## config.mk

```make
export PLATFORM = sky130hd
export DESIGN_NAME = ipf_ram
export DESIGN_NICKNAME = d
export VERILOG_FILES = /design/src/hw/rtl/index_pool_with_free_list_assert.svh /design/src/hw/rtl/ipf_ram.sv
export SDC_FILE = /design/constraint.sdc
export NUM_CORES = 1
export LEC_CHECK = 0
export BUFFER_PORTS_ARGS = -buffer_cell sky130_fd_sc_hd__clkbuf_2
export CORE_ASPECT_RATIO = 0.9
export CORE_MARGIN = 1.5
export CORE_UTILIZATION = 25
export DETAILED_ROUTE_END_ITERATION = 10
export GPL_TIMING_DRIVEN = 0
export PLACE_DENSITY_LB_ADDON = 0.1
export SETUP_SLACK_MARGIN = 0.2
export SLEW_MARGIN = 20
export SYNTH_ARGS = -nofsm -noshare
export SYNTH_HDL_FRONTEND = slang
export SYNTH_SLANG_ARGS = --single-unit
```

## constraint.sdc

```tcl
create_clock -name clk -period 3.35 [get_ports clk]
set_input_delay 0.5025 -clock clk [delete_from_list [all_inputs] [get_ports clk]]
set_output_delay 0.5025 -clock clk [all_outputs]
set_load 0.03 [all_outputs]
```

## src/hw/rtl/index_pool_with_free_list_assert.svh

```systemverilog
// assertion macros for the index pool
`ifndef INDEX_POOL_WITH_FREE_LIST_ASSERT_SVH
`define INDEX_POOL_WITH_FREE_LIST_ASSERT_SVH

// same-cycle implication, checked outside reset
`define IPF_ASSERT_NOW(lbl, ante, cons, msg) \
  lbl: assert property (@(posedge clk) disable iff (!rst_n) (ante) |-> (cons)) \
    else $error(msg);

// next-cycle implication, checked outside reset
`define IPF_ASSERT_NEXT(lbl, ante, cons, msg) \
  lbl: assert property (@(posedge clk) disable iff (!rst_n) (ante) |=> (cons)) \
    else $error(msg);

`endif

```

## src/hw/rtl/ipf_ram.sv

```systemverilog
// generic single-write, single-read ram with registered read
module ipf_ram #(
  parameter int WIDTH = 8,
  parameter int DEPTH = 16
) (
  input  logic                                     clk,
  input  logic                                     we,
  input  logic [((DEPTH > 1) ? $clog2(DEPTH) : 1)-1:0] waddr,
  input  logic [WIDTH-1:0]                         wdata,
  input  logic [((DEPTH > 1) ? $clog2(DEPTH) : 1)-1:0] raddr,
  output logic [WIDTH-1:0]                         rdata
);
  logic [WIDTH-1:0] mem [DEPTH];

  always_ff @(posedge clk) begin
    if (we) begin
      mem[waddr] <= wdata;
    end
    rdata <= mem[raddr];
  end
endmodule
```

Word-level counts from Yosys, hierarchy flattened
Memory sizes are Yosys's and may differ from the RTL's. A register that Yosys moved wholly into a read port is not among the register bits.
Cells that the tools add are included.
Widths: inputs -> output; s select.
{"block": "op_classes", "n_eq_ne": 0, "reduce_logical": 0, "n_shift": 0, "add_sub_neg": 0, "order_cmp": 0, "div": 0, "mul": 0, "muxes": 2, "n_bitwise": 0}
{"op": "$mux 1", "n": 2}
{"block": "word_totals", "rom_bits": 0, "in_bits": 18, "ram_bits": 128, "word_cells": 3, "latch_bits": 0, "ff_bits": 0, "output_inout_bits": 8, "mem_count": 1}
{"name": "mem", "words": 16, "word_bits": 8, "rd": 1, "rd_ports_with_merged_regs": 1, "write_ports": 1, "line_no": "ipf_ram.sv:13", "text": "logic [WIDTH-1:0] mem [DEPTH];"}

Longest topological paths before layout
{"block": "logic_depth", "word_depth": 2, "mapped_depth": 5, "ltp_nobuf": 3}

Least setup slack after synthesis
No wires, ideal clock.
{"block": "synth_timing", "path_type": "input-to-reg", "from": "in waddr[2] in the netlist's numbering", "to": "mem mem[0][0] (enable)", "arrival_time_ns": 1.612, "path_stages": 2, "setup_ns": 0.383, "required_ns": 2.967, "path_slack_ns": 1.355, "path_buffers": 0, "cell_sequence": "or3b_2 -> nor3_1"}
{"element": "start: declaration", "line_no": "ipf_ram.sv:8", "text": "input logic [((DEPTH > 1) ? $clog2(DEPTH) : 1)-1:0] waddr,"}
{"element": "end: declaration", "line_no": "ipf_ram.sv:13"}
No word-level cell before the write port.

Worst setup path after layout
{"block": "layout_timing", "from": "in waddr[2] in the netlist's numbering", "to": "mem mem[1][3] (enable)"}
No word-level cell before the write port.

==> flow_summary.toml <==
[placement]
gp_congestion = 0.680
dp_slack_ns = 0.941
hpwlAfterDp_um = 8000
io_buffers = 24

[drt]
drc = 0
antenna_left = 0
wl_um = 12200
wl_per_cell_um = 22.5
drt_first_pass_iters = 4
viasPerCell = 4.46
dr_total_vias = 2428
drt_iter0_markers = 176

[worst_setup_path]
start_kind = "input port"
r2r_end = "rdata[7]"
required_ns = 3.38
regToRegStartpoint = "mem[8][7]"
critPathTopFamily = "simple AND/OR/NAND/NOR gates"
worstPathMaxFanout = 8
crit_path_end_kind = "register"
crit_type = "input port to register"
path_buf_inv = 1
slowest_stage = "nor2_1"
r2r_cells = 3
arrival_ns = 2.00
r2r_slack_ns = 1.97
cp_cell_sequence = "clkbuf_2 -> or3b_2 -> nor2_1"
slowest_delay_ns = 0.84

[final_layout]
antenna_cells = 0
mostFrequentLayoutCells = "edfxtp_1 (128), clkbuf_2 (24), clkbuf_16 (19)"
drive_gt1_share_pct = 30.8
fin_nets = 294
regArea_sq_mm = 0.00400
num-fill-cells = 1977
final_common_cell = "edfxtp_1"
multiInputGateArea_sq_mm = 0.00108
area_delta_synth_final_pct = 20.4

[clock_tree]
post_cts_buffers = 0
cts_buffer_depth = 2
path_clk_slew_ns = 0.05
clock_sinks = 136
cts_root_buf = "clkbuf_16"
cts_resized = 0
hold_buffers = 0
insertion_delay_ns = 0.41
cts_tree = "built"
cts.htree.levels = 4
cts_buffers = 17

[hold_path]
min_path_type = "input port to register"
hold_end = "mem[12][6]"
hold_start = "wdata[6]"
min_path_cells = 1

[global_routing]
track_usage_pct = 12.3
antenna_found_initial = 1
gr-total-overflow = 0
grt_pass1_vias = 2620
grt_pass1_wl_um = 17900
grt_max_degree = 17

[power]
internal-power_mw = 3.05
max-vdd-ir-drop_v = 0.000303
p_comb_share_pct = 5.5
pwr-share-clk_pct = 44.8
p_total_mw = 3.84
p_sw_share_pct = 20.7
leakagePower_nw = 2.05
seq_power_share_pct = 49.8
p_switching_uw = 796
powerDensity_mw_per_mm2 = 620

[synth]
synthFlopType = "edfxtp_1"
synth_nets = 247
avgSynthCellArea_sq_um = 22.5
ys_warn_count = 0
postSynth.asyncResetShare_pct = 0
ys_ff_latch = 136
synth.cell_area_sq_mm = 0.00515
synth_edf_count = 128
syn_inst = 229
ys_seq_area_share_pct = 77.8
ys_types = 19

[die]
die_w_um = 154
rows = 49
die_h_um = 139
die_area_sq_mm = 0.0215
start_util_pct = 25.6
boundaryPins = 26
core_sq_mm = 0.0201

[timing]
slew_headroom_pct = 27.3
worst_slack_ns = 1.38
holdWs_ns = 0.545
fmax_mhz = 508
setup_tns_ns = 0
timing.final.hold_violations = 0
drv_slew = 0
final.period_utilization_pct = 58.8
worstMarginPinSlew_ns = 1.09
finClkSkew_ns = 0.00847
finalSetupViolCount = 0
period_needed_ns = 1.97
rsz0062_at_grt = "false"

[outcome]
status = "finished, final reports clean"

[run]
maxCapViolations = 0
cells in the mapped netlist (2+ instances only):
library cell | n | area, sq um
a22oi_1 | 16 | 120
buf_6 | 3 | 33.8
nand3b_1 | 2 | 15.0
mux4_1 | 14 | 368
nor2_1 | 13 | 48.8
nand2_1 | 9 | 33.8
mux4_2 | 18 | 405
nor3_1 | 4 | 20.0
buf_2 | 3 | 15.0
clkdlybuf4s25_2 | 3 | 30.0
dfxtp_1 | 8 | 160
nand2b_1 | 2 | 12.5
edfxtp_1 | 128 | 3840
state kept, by name, indices dropped and copies added, names as in the netlist:
name	flops
rdata	8
mem	128
logic make-up after synthesis:
kind of cell	Yosys count	share of synthesized area (%)
flops	136	77.8
simple gates	35	3.18
mux	32	15.0
compound gates	16	2.33
buf+inv	10	1.68
power by group through the flow:
stage	Clock (mW)	Combinational [mW]	Sequential [mW]
final	1.72	0.211	1.91
after global routing	1.85	0.228	1.92
after CTS	1.78	0.217	1.91
after detailed placement	0	0.215	1.95
after global placement	0	0.214	1.95
after floorplan	0	0.0966	1.97
worst reg2reg max path: stages, from the launching register on:
cell and delay, ns:
edfxtp_1 0.37, mux4_2 0.45, a22oi_1 0.27, nand2_1 0.15
metal layers:
| metal | share of wire, % | wire (um) | track usage, % | vias to the layer above |
|---|---|---|---|---|
| li1 | - | - | - | 1072 |
| met1 | 47 | 5700 | 16.2 | 1287 |
| met2 | 48 | 5850 | 19.1 | 56 |
| met3 | 4.5 | 544 | 4.16 | 11 |
| met4 | 0.89 | 109 | 4.05 | 2 |
| met5 | 0.11 | 13 | 0 | - |
area by class of cell:
type	instances	share of cell area [%]
Multi-Input combinational cell	83	17.4
Clock inverter	7	0.666
Buffer	10	1.39
Clock buffer	25	8.36
Tap cell	255	5.15
Sequential cell	136	64.6
Timing Repair Buffer	28	2.42
worst max path at each step:
stage | start | end | cells after the start
2_1_floorplan | waddr[2] | mem[0][0] | 2
3_3_place_gp | waddr[2] | mem[0][2] | 3
3_5_place_dp | waddr[2] | mem[3][2] | 3
4_1_cts | waddr[2] | mem[3][6] | 3
5_1_grt | waddr[2] | mem[1][6] | 3
6_report | waddr[2] | mem[1][3] | 3
metrics by stage:
step / instances / utilization, % / instance area, sq um
6_report: 544 / 30.8 / 6200
5_1_grt: 544 / 30.8 / 6200
4_1_cts: 544 / 30.8 / 6200
3_5_place_dp: 512 / 28.0 / 5640
3_3_place_gp: 508 / 27.8 / 5590
2_1_floorplan: 229 / - / 5150
Power figures use the tool's default switching activity.
